**config.mk**
```make
export PLATFORM = sky130hd
export DESIGN_NAME = brb_ctrl
export DESIGN_NICKNAME = d
export VERILOG_FILES = /design/src/sv/brb_pkg.sv /design/src/sv/brb_ctrl.sv
export SDC_FILE = /design/constraint.sdc
export NUM_CORES = 1
export LEC_CHECK = 0
export ABC_AREA = 1
export BUFFER_PORTS_ARGS = -buffer_cell sky130_fd_sc_hd__buf_4
export CORE_ASPECT_RATIO = 0.9
export CORE_MARGIN = 2
export CORE_UTILIZATION = 30
export DETAILED_ROUTE_END_ITERATION = 6
export SKIP_LAST_GASP = 1
export SLEW_MARGIN = 20
export SYNTH_ARGS = -nofsm -noshare
export SYNTH_HDL_FRONTEND = slang
export SYNTH_SLANG_ARGS = --single-unit
```
**constraint.sdc**
```tcl
create_clock -name clock -period 2.2 [get_ports clock]
set_clock_uncertainty 0.2 [all_clocks]
set_input_delay 0.22 -clock clock [delete_from_list [all_inputs] [get_ports clock]]
set_output_delay 0.22 -clock clock [all_outputs]
set_load 0.05 [all_outputs]
```
**src/sv/brb_pkg.sv**
```systemverilog
// ----------------------------------------------------------------------------
// brb_pkg
// shared constants, codes and control/status bundles of the byte ring buffer
// ----------------------------------------------------------------------------
package brb_pkg;

   // bytes held at most; the store has one spare slot on top
   localparam int CAPACITY = 1024;
   localparam int SLOTS    = CAPACITY + 1;

   // field widths fixed by the interface
   localparam int ACTION_W = 3;
   localparam int DATA_W   = 8;
   localparam int COUNT_W  = 11;
   localparam int SIZE_W   = 11;

   // pointer and store index width
   localparam int PTR_W    = $clog2(SLOTS);
   localparam int SUM_W    = ((PTR_W > COUNT_W) ? PTR_W : COUNT_W) + 2;

   typedef enum logic [ACTION_W-1:0] {
      ACT_PUSH        = 3'd0,
      ACT_WRITE_AHEAD = 3'd1,
      ACT_PEEK        = 3'd2,
      ACT_POP         = 3'd3,
      ACT_ADV_FRONT   = 3'd4,
      ACT_ADV_REAR    = 3'd5
   } action_type;

   typedef enum logic [1:0] {
      ST_CLEAR,
      ST_IDLE,
      ST_PEEK
   } ctl_state_type;

   // controller -> datapath
   typedef struct packed {
      logic in_load;     // capture a request into the item register
      logic clr_step;    // write one zero during the clearing sweep
      logic mem_we;      // write the item byte
      logic wr_at_tail;  // write address is the rear pointer itself
      logic mem_re;      // read the store at the offset slot
      logic base_head;   // slot adder starts from the front pointer
      logic amt_one;     // slot adder adds one instead of the count
      logic head_we;
      logic tail_we;
      logic rsp_load;    // capture ok and byte select for the result
      logic rsp_ok;
      logic rsp_rd_sel;
   } ctl_cmd_type;

   // datapath -> controller
   typedef struct packed {
      logic [ACTION_W-1:0] action;
      logic                has_room;
      logic                ahead_ok;
      logic                peek_ok;
      logic                pop_ok;
      logic                clr_last;
   } dp_status_type;

   // (base + amount) mod SLOTS for amount below twice SLOTS beyond base
   function automatic logic [PTR_W-1:0] slot_add(input logic [PTR_W-1:0]   base,
                                                 input logic [COUNT_W-1:0] amount);
      logic [SUM_W-1:0] sum;
      logic [SUM_W-1:0] wrapped;
      sum = SUM_W'(base) + SUM_W'(amount);
      if (sum >= SUM_W'(2 * SLOTS)) begin
         wrapped = sum - SUM_W'(2 * SLOTS);
      end else if (sum >= SUM_W'(SLOTS)) begin
         wrapped = sum - SUM_W'(SLOTS);
      end else begin
         wrapped = sum;
      end
      return wrapped[PTR_W-1:0];
   endfunction

endpackage

```
**src/sv/brb_ctrl.sv**
```systemverilog
// ----------------------------------------------------------------------------
// brb_ctrl
// sequencer of the byte ring buffer: clearing sweep, item dispatch, handshakes
// ----------------------------------------------------------------------------
module brb_ctrl (
   input  logic                   clock,
   input  logic                   reset,
   input  logic                   req_valid,
   output logic                   req_ready,
   output logic                   rsp_valid,
   input  logic                   rsp_ready,
   input  brb_pkg::dp_status_type status,
   output brb_pkg::ctl_cmd_type   cmd
);

   brb_pkg::ctl_state_type state_ff, state_in;
   logic                   in_valid_ff, in_valid_in;
   logic                   rsp_valid_ff, rsp_valid_in;
   logic                   in_take;
   logic                   rsp_set;
   logic                   out_free;

   always_ff @(posedge clock) begin
      if (reset) begin
         state_ff     <= brb_pkg::ST_CLEAR;
         in_valid_ff  <= 1'b0;
         rsp_valid_ff <= 1'b0;
      end else begin
         state_ff     <= state_in;
         in_valid_ff  <= in_valid_in;
         rsp_valid_ff <= rsp_valid_in;
      end
   end

   assign out_free  = !rsp_valid_ff || rsp_ready;
   assign in_take   = (state_ff == brb_pkg::ST_IDLE) && in_valid_ff && out_free;
   assign req_ready = (state_ff != brb_pkg::ST_CLEAR) && (!in_valid_ff || in_take);
   assign rsp_valid = rsp_valid_ff;

   always_comb begin
      state_in = state_ff;
      cmd      = '0;
      rsp_set  = 1'b0;
      cmd.in_load = req_valid && req_ready;

      unique case (state_ff)
         brb_pkg::ST_CLEAR: begin
            cmd.clr_step = 1'b1;
            if (status.clr_last) begin
               state_in = brb_pkg::ST_IDLE;
            end
         end
         brb_pkg::ST_IDLE: begin
            if (in_take) begin
               cmd.rsp_load = 1'b1;
               rsp_set      = 1'b1;
               unique case (brb_pkg::action_type'(status.action))
                  brb_pkg::ACT_PUSH: begin
                     cmd.wr_at_tail = 1'b1;
                     cmd.amt_one    = 1'b1;
                     if (status.has_room) begin
                        cmd.mem_we  = 1'b1;
                        cmd.tail_we = 1'b1;
                        cmd.rsp_ok  = 1'b1;
                     end
                  end
                  brb_pkg::ACT_WRITE_AHEAD: begin
                     if (status.ahead_ok) begin
                        cmd.mem_we = 1'b1;
                        cmd.rsp_ok = 1'b1;
                     end
                  end
                  brb_pkg::ACT_PEEK: begin
                     cmd.base_head = 1'b1;
                     if (status.peek_ok) begin
                        cmd.mem_re     = 1'b1;
                        cmd.rsp_ok     = 1'b1;
                        cmd.rsp_rd_sel = 1'b1;
                        rsp_set        = 1'b0;
                        state_in       = brb_pkg::ST_PEEK;
                     end
                  end
                  brb_pkg::ACT_POP: begin
                     cmd.base_head = 1'b1;
                     if (status.pop_ok) begin
                        cmd.head_we = 1'b1;
                        cmd.rsp_ok  = 1'b1;
                     end
                  end
                  brb_pkg::ACT_ADV_FRONT: begin
                     cmd.base_head = 1'b1;
                     cmd.head_we   = 1'b1;
                     cmd.rsp_ok    = 1'b1;
                  end
                  brb_pkg::ACT_ADV_REAR: begin
                     cmd.tail_we = 1'b1;
                     cmd.rsp_ok  = 1'b1;
                  end
                  default: begin
                  end
               endcase
            end
         end
         brb_pkg::ST_PEEK: begin
            // read data lands this cycle, result goes out next
            rsp_set  = 1'b1;
            state_in = brb_pkg::ST_IDLE;
         end
         default: begin
            state_in = brb_pkg::ST_CLEAR;
         end
      endcase
   end

   always_comb begin
      if (cmd.in_load) begin
         in_valid_in = 1'b1;
      end else if (in_take) begin
         in_valid_in = 1'b0;
      end else begin
         in_valid_in = in_valid_ff;
      end
   end

   always_comb begin
      if (rsp_set) begin
         rsp_valid_in = 1'b1;
      end else if (rsp_ready) begin
         rsp_valid_in = 1'b0;
      end else begin
         rsp_valid_in = rsp_valid_ff;
      end
   end

endmodule

```
======== After elaboration in Yosys (flattened, before gate mapping) ========
Cells that the tools add are included.
storage, ports and cells
  register bits ........................... 4
  bits in latches ......................... 0
  memory bits (writable) .................. 0
  bits in read-only memories .............. 0
  input bits .............................. 12
  output and inout port bits .............. 14
  word-level logic and storage cells ...... 59
  memories ................................ 0
operators by class
  add/subtract/negate cells ............... 0
  multiply operators ...................... 0
  div/mod/pow operators ................... 0
  $lt $le $gt $ge ......................... 0
  equal/unequal tests ..................... 11
  shifts and indexed selects .............. 0
  muxes and demuxes ....................... 29
  bitwise operators ....................... 0
  reductions and logical operators ........ 16
operators with widths
  operator                                                                  number
  10-bit 2-to-1 mux                                                         2
  1-bit 2-to-1 mux                                                          16
  2-bit 2-to-1 mux                                                          5
  1-bit one-hot mux with 2 select lines                                     4
  3-bit by 2-bit == test with 1-bit output (second input constant)          2
  3-bit == test (second input constant)                                     2
  2-bit inequality test (second input constant)                             3
  2-bit one-hot mux with 3 select lines                                     1
  2-bit nonzero test                                                        3
  1-bit one-hot mux with 5 select lines                                     1
  1-bit logical AND                                                         4
  4-bit AND reduction                                                       1
  3-bit by 1-bit == test with 1-bit output (second input constant)          1
  3-bit logical NOT                                                         1
  3-bit OR reduction                                                        1
  2-bit by 1-bit == test with 1-bit output (second input constant)          1
  2-bit == test (second input constant)                                     1
  1-bit logical NOT                                                         2
  2-bit logical NOT                                                         1
  1-bit logical OR                                                          2
  2-bit by 1-bit inequality test with 1-bit output (second input constant)  1
  2-bit OR reduction                                                        1

======== Depth between registers and ports, before layout ========
  word-level depth ........................ 7
  depth in mapped cells ................... 9
  depth with buffers taken out ............ 9

======== Worst setup path before layout ========
Ideal clock, no wire load.
  kind .................................... register to output
  from .................................... register state_ff[1]
  to ...................................... output port cmd[8] (netlist bit)
  data arrival time ....................... 3132 ps
  required time ........................... 1780 ps
  slack ................................... -1352 ps
  cell stages (with the launch flop) ...... 8
  path buffers ............................ 1
  cell sequence ........................... dfxtp_1 -> inv_1 -> ha_1 -> nand2_1 -> a21oi_4 -> inv_2 -> nor4_1 -> buf_4
RTL lines
  item                    RTL line        RTL
  start, declared         brb_ctrl.sv:16  brb_pkg::ctl_state_type state_ff, state_in;
  start signal, assigned  brb_ctrl.sv:25  state_ff <= brb_pkg::ST_CLEAR;
  start signal, assigned  brb_ctrl.sv:29  state_ff <= state_in;
  end, declared           brb_ctrl.sv:13  output brb_pkg::ctl_cmd_type cmd

==> flow_summary.html <==
<table>
<tr><th>Metric</th><th>Value</th></tr>
<tr><th colspan="2">Outcome</th></tr>
<tr><td>Result of the run</td><td>complete, no violations</td></tr>
<tr><th colspan="2">Timing</th></tr>
<tr><td>Final setup vio count</td><td>0</td></tr>
<tr><td>Final Hold Viols</td><td>0</td></tr>
<tr><td>Timing-limited maximum frequency</td><td>491 MHz</td></tr>
<tr><td>Count of pins over their slew limit</td><td>0</td></tr>
<tr><td>Tightest Pin Transition</td><td>0.244 ns</td></tr>
<tr><td>Slew margin rel.</td><td>0.837</td></tr>
<tr><td>RSZ-0062 raised after global routing</td><td>no</td></tr>
<tr><td>Min cycle time layout</td><td>2.04 ns</td></tr>
<tr><td>Crit share post-route</td><td>0.925</td></tr>
<tr><td>Hold Worst Slack</td><td>0.120 ns</td></tr>
<tr><th colspan="2">Floorplanning</th></tr>
<tr><td>Horizontal die dimension</td><td>45.2 um</td></tr>
<tr><td>Number of placement rows</td><td>13</td></tr>
<tr><td>Starting density of the core</td><td>0.317</td></tr>
<tr><td>Area enclosed by the die boundary</td><td>0.00186 mm^2</td></tr>
<tr><td>Die Y-Extent</td><td>41.1 um</td></tr>
<tr><td>Core area</td><td>0.00145 mm^2</td></tr>
<tr><td># IOs</td><td>26</td></tr>
<tr><th colspan="2">Critical path</th></tr>
<tr><td>Required time at the worst-slack endpoint</td><td>1.78 ns</td></tr>
<tr><td>Peak fanout along the critical path</td><td>7</td></tr>
<tr><td>Slowest-stage cell, CP</td><td>dfxtp_2</td></tr>
<tr><td>Setup crit end kind</td><td>output pin</td></tr>
<tr><td>Cell repeated most along the worst path</td><td>inv_2</td></tr>
<tr><td>Largest stage delay on the critical path</td><td>0.31 ns</td></tr>
<tr><td>WP data arrival</td><td>1.62 ns</td></tr>
<tr><td>Cell-by-cell trace of the critical path</td><td>inv_2 -&gt; ha_4 -&gt; nand2_2 -&gt; a21oi_4 -&gt; inv_2 -&gt; nor4_4 -&gt; buf_4</td></tr>
<tr><td>Crit path launch type</td><td>register</td></tr>
<tr><td>Startpoint-to-endpoint class of the critical path</td><td>reg -&gt; out</td></tr>
<tr><th colspan="2">Yosys</th></tr>
<tr><td>Leading cell types by total area after synthesis</td><td>nand2_1, dfxtp_1, inv_1, ha_1, nor2_1</td></tr>
<tr><td>Adder and majority gate portion of the synthesized area</td><td>0.109</td></tr>
<tr><td>Cell variety after synth</td><td>16</td></tr>
<tr><td>Count of state elements after synthesis</td><td>4</td></tr>
<tr><td>Synth Flop Type</td><td>dfxtp_1</td></tr>
<tr><td>Share of the synthesized area in compound gates (AO/OA/AOI/OAI)</td><td>0.117</td></tr>
<tr><td>Simple-gate share of the synthesized area</td><td>0.387</td></tr>
<tr><td>Fraction of synthesis flops using an asynchronous set or reset pin</td><td>0</td></tr>
<tr><td>Most common library cells after synthesis</td><td>nand2_1, inv_1, nor2_1, nand3_1</td></tr>
<tr><td>Proportion of synthesized chip area in sequential cells</td><td>0.174</td></tr>
<tr><td>Synth Area in XOR/XNOR</td><td>0</td></tr>
<tr><td>Average cell area after synthesis</td><td>5.60 um^2</td></tr>
<tr><td>Cell area after technology mapping</td><td>459 um^2</td></tr>
<tr><td>Top-count cell post-synth</td><td>nand2_1</td></tr>
<tr><td>Warning count from the yosys run</td><td>0</td></tr>
<tr><td>EDFF count, synth</td><td>0</td></tr>
<tr><td>Mux cell area share after synthesis</td><td>0</td></tr>
<tr><td>Net count after synthesis</td><td>98</td></tr>
<tr><td>Area fraction of the dominant cell type after synthesis</td><td>0.188</td></tr>
<tr><td>Main combinational cell family by area after synthesis</td><td>simple AND/OR/NAND/NOR gates</td></tr>
<tr><td>Leading area contributor after synthesis</td><td>nand2_1</td></tr>
<tr><td>Post-Syn Instances</td><td>82</td></tr>
<tr><th colspan="2">Placement</th></tr>
<tr><td>Placed wire-length estimate</td><td>953 um</td></tr>
<tr><td>Final weighted congestion in routability-driven placement</td><td>0.784</td></tr>
<tr><td>Area after detailed placement</td><td>681 um^2</td></tr>
<tr><td>Quantity of I/O buffers inserted on ports</td><td>25</td></tr>
<tr><th colspan="2">Power and ir drop</th></tr>
<tr><td>Leakage dissipation</td><td>0.402 nW</td></tr>
<tr><td>Part of the total power dissipated in combinational logic</td><td>0.681</td></tr>
<tr><td>Power Dens Cells</td><td>916 mW/mm^2</td></tr>
<tr><td>Switching power summed over all nets</td><td>0.000345 W</td></tr>
<tr><td>Clock network fraction of total power</td><td>0.136</td></tr>
<tr><td>Net Sw Frac</td><td>0.528</td></tr>
<tr><td>Highest ir drop seen on vdd</td><td>0.660 mV</td></tr>
<tr><td>Total power of the final layout</td><td>0.000653 W</td></tr>
<tr><td>Portion of total power attributed to sequential cells</td><td>0.183</td></tr>
<tr><td>Cell internal power dissipation</td><td>0.000308 W</td></tr>
<tr><th colspan="2">Global route</th></tr>
<tr><td>Initial antenna violation count</td><td>0</td></tr>
<tr><td>Vias in the first global route</td><td>445</td></tr>
<tr><td>Pin count of the biggest net entering global routing</td><td>8</td></tr>
<tr><td>First-pass GRT wire length</td><td>1750 um</td></tr>
<tr><td>Overall overflow remaining after global route</td><td>0</td></tr>
<tr><td>Tot GR Track Use</td><td>0.134</td></tr>
<tr><th colspan="2">Routing</th></tr>
<tr><td>Drt first-iter violations</td><td>6</td></tr>
<tr><td>DRC viols</td><td>0</td></tr>
<tr><td>Routed wire per std cell</td><td>9.10 um</td></tr>
<tr><td>DR vias/cell</td><td>4.44</td></tr>
<tr><td>Final ANT Viol Nets</td><td>0</td></tr>
<tr><td>Drt total wl</td><td>1120 um</td></tr>
<tr><td>Vias</td><td>546</td></tr>
<tr><td>Length of the first detailed-routing pass in iterations</td><td>3</td></tr>
<tr><th colspan="2">Layout</th></tr>
<tr><td>Fraction of final layout cells sized beyond drive strength 1</td><td>0.333</td></tr>
<tr><td>Final cell area excluding filler cells</td><td>713 um^2</td></tr>
<tr><td>Area growth from synthesis to layout</td><td>55.3%</td></tr>
<tr><td>Nets</td><td>126</td></tr>
<tr><td>Final cell utilization of the core</td><td>0.493</td></tr>
<tr><td>Number of antenna repair diodes</td><td>0</td></tr>
<tr><th colspan="2">CTS</th></tr>
<tr><td>Clock transition at the register clock pins on the worst setup and hold paths after CTS</td><td>0.03 ns</td></tr>
<tr><td>CTS buffer count</td><td>3</td></tr>
<tr><td>H-tree depth</td><td>1</td></tr>
<tr><td>Max Root-Sink Buffers</td><td>2</td></tr>
<tr><td>CTS root buf</td><td>clkbuf_4</td></tr>
<tr><td>Clock latency on the worst-skew pair</td><td>0.23 ns</td></tr>
<tr><td>CTS tree</td><td>yes</td></tr>
<tr><td>Clock Sinks</td><td>4</td></tr>
<tr><th colspan="2">Run</th></tr>
<tr><td>Max-cap violations</td><td>0</td></tr>
<tr><th colspan="2">Hold path</th></tr>
<tr><td>Class of the tightest hold or removal check</td><td>in -&gt; reg</td></tr>
</table>
power groups by stage:
stage,combinational (W),sequential [W],clock (W)
2_1_floorplan,0.000326,0.000129,0
4_1_cts,0.000447,0.000119,0.0000933
5_1_grt,0.000489,0.000123,0.0000969
3_3_place_gp,0.000438,0.000120,0
6_report,0.000444,0.000120,0.0000889
3_5_place_dp,0.000444,0.000120,0
timing repair:
item,4_1_cts,5_1_grt
endpoints found under the hold margin,1,0
setup buffers,0,0
hold buffers,1,0
gates resized for setup,0,0
layout make-up:
class                   count  area [um^2]
repair buffers             26          198
flip-flops and latches      4         81.3
inverters                  20         75.1
clock buffers               3         22.5
well taps                  15         18.8
multi-input cells          55          318
fillers                   160          734
sequential cells by signal, summed over array words and instances (netlist names):
| name | cells |
|---|---|
| in_valid_ff | 1 |
| rsp_valid | 1 |
| state_ff | 2 |
through the flow:
stage / setup TNS, ns / std cells / setup WS [ns]
finish: 0 / 123 / 0.164
global route: 0 / 123 / 0.00893
CTS: 0 / 123 / 0.145
detailed placement: 0 / 119 / 0.399
global placement: 0 / 119 / 0.435
floorplan: -0.611 / 82 / -0.247
cells in the final DEF, fill, tap and decap left out, drive strengths merged:
| master | n |
|---|---|
| nor3 | 1 |
| nand2 | 23 |
| dlygate4sd3 | 1 |
| inv | 20 |
| ha | 4 |
| nand4 | 2 |
| nor4 | 1 |
| o21ai | 1 |
| dfxtp | 4 |
| clkbuf | 3 |
| nor2 | 10 |
| nand3 | 6 |
| o22ai | 1 |
| a31oi | 1 |
| a21oi | 5 |
| buf | 25 |
logic make-up after synthesis:
| group | after synthesis |
|---|---|
| AOI/OAI and AO/OA | 8 |
| adders and majority gates | 4 |
| buffers and inverters | 23 |
| DFF | 4 |
| and+or+nand+nor | 43 |
per-layer routing:
| metal | share of wire | GRT usage |
|---|---|---|
| met1 | 0.50 | 0.166 |
| met2 | 0.43 | 0.214 |
| met3 | 0.066 | 0.0793 |
| met4 | 0 | 0 |
| met5 | 0 | 0 |
critical path: cells and delay by family, from the launching register on:
kind	cells	cell delay, ns
fa+ha+maj	1	0.16
flops	1	0.31
compound gates	1	0.19
simple gates	2	0.29
buf+inv	3	0.43
path summary, 6_finish.rpt:
| path | start | slack (ns) | endpoint | cells past startpoint |
|---|---|---|---|---|
| setup / recovery | state_ff[1] | 0.16 | cmd[8] | 7 |
| hold / removal | rsp_ready | 0.12 | rsp_valid | 4 |
| hold reg to reg | rsp_valid | 0.35 | rsp_valid | 2 |
| setup reg to reg | state_ff[0] | 0.61 | state_ff[1] | 9 |
Power figures use the tool's default switching activity.
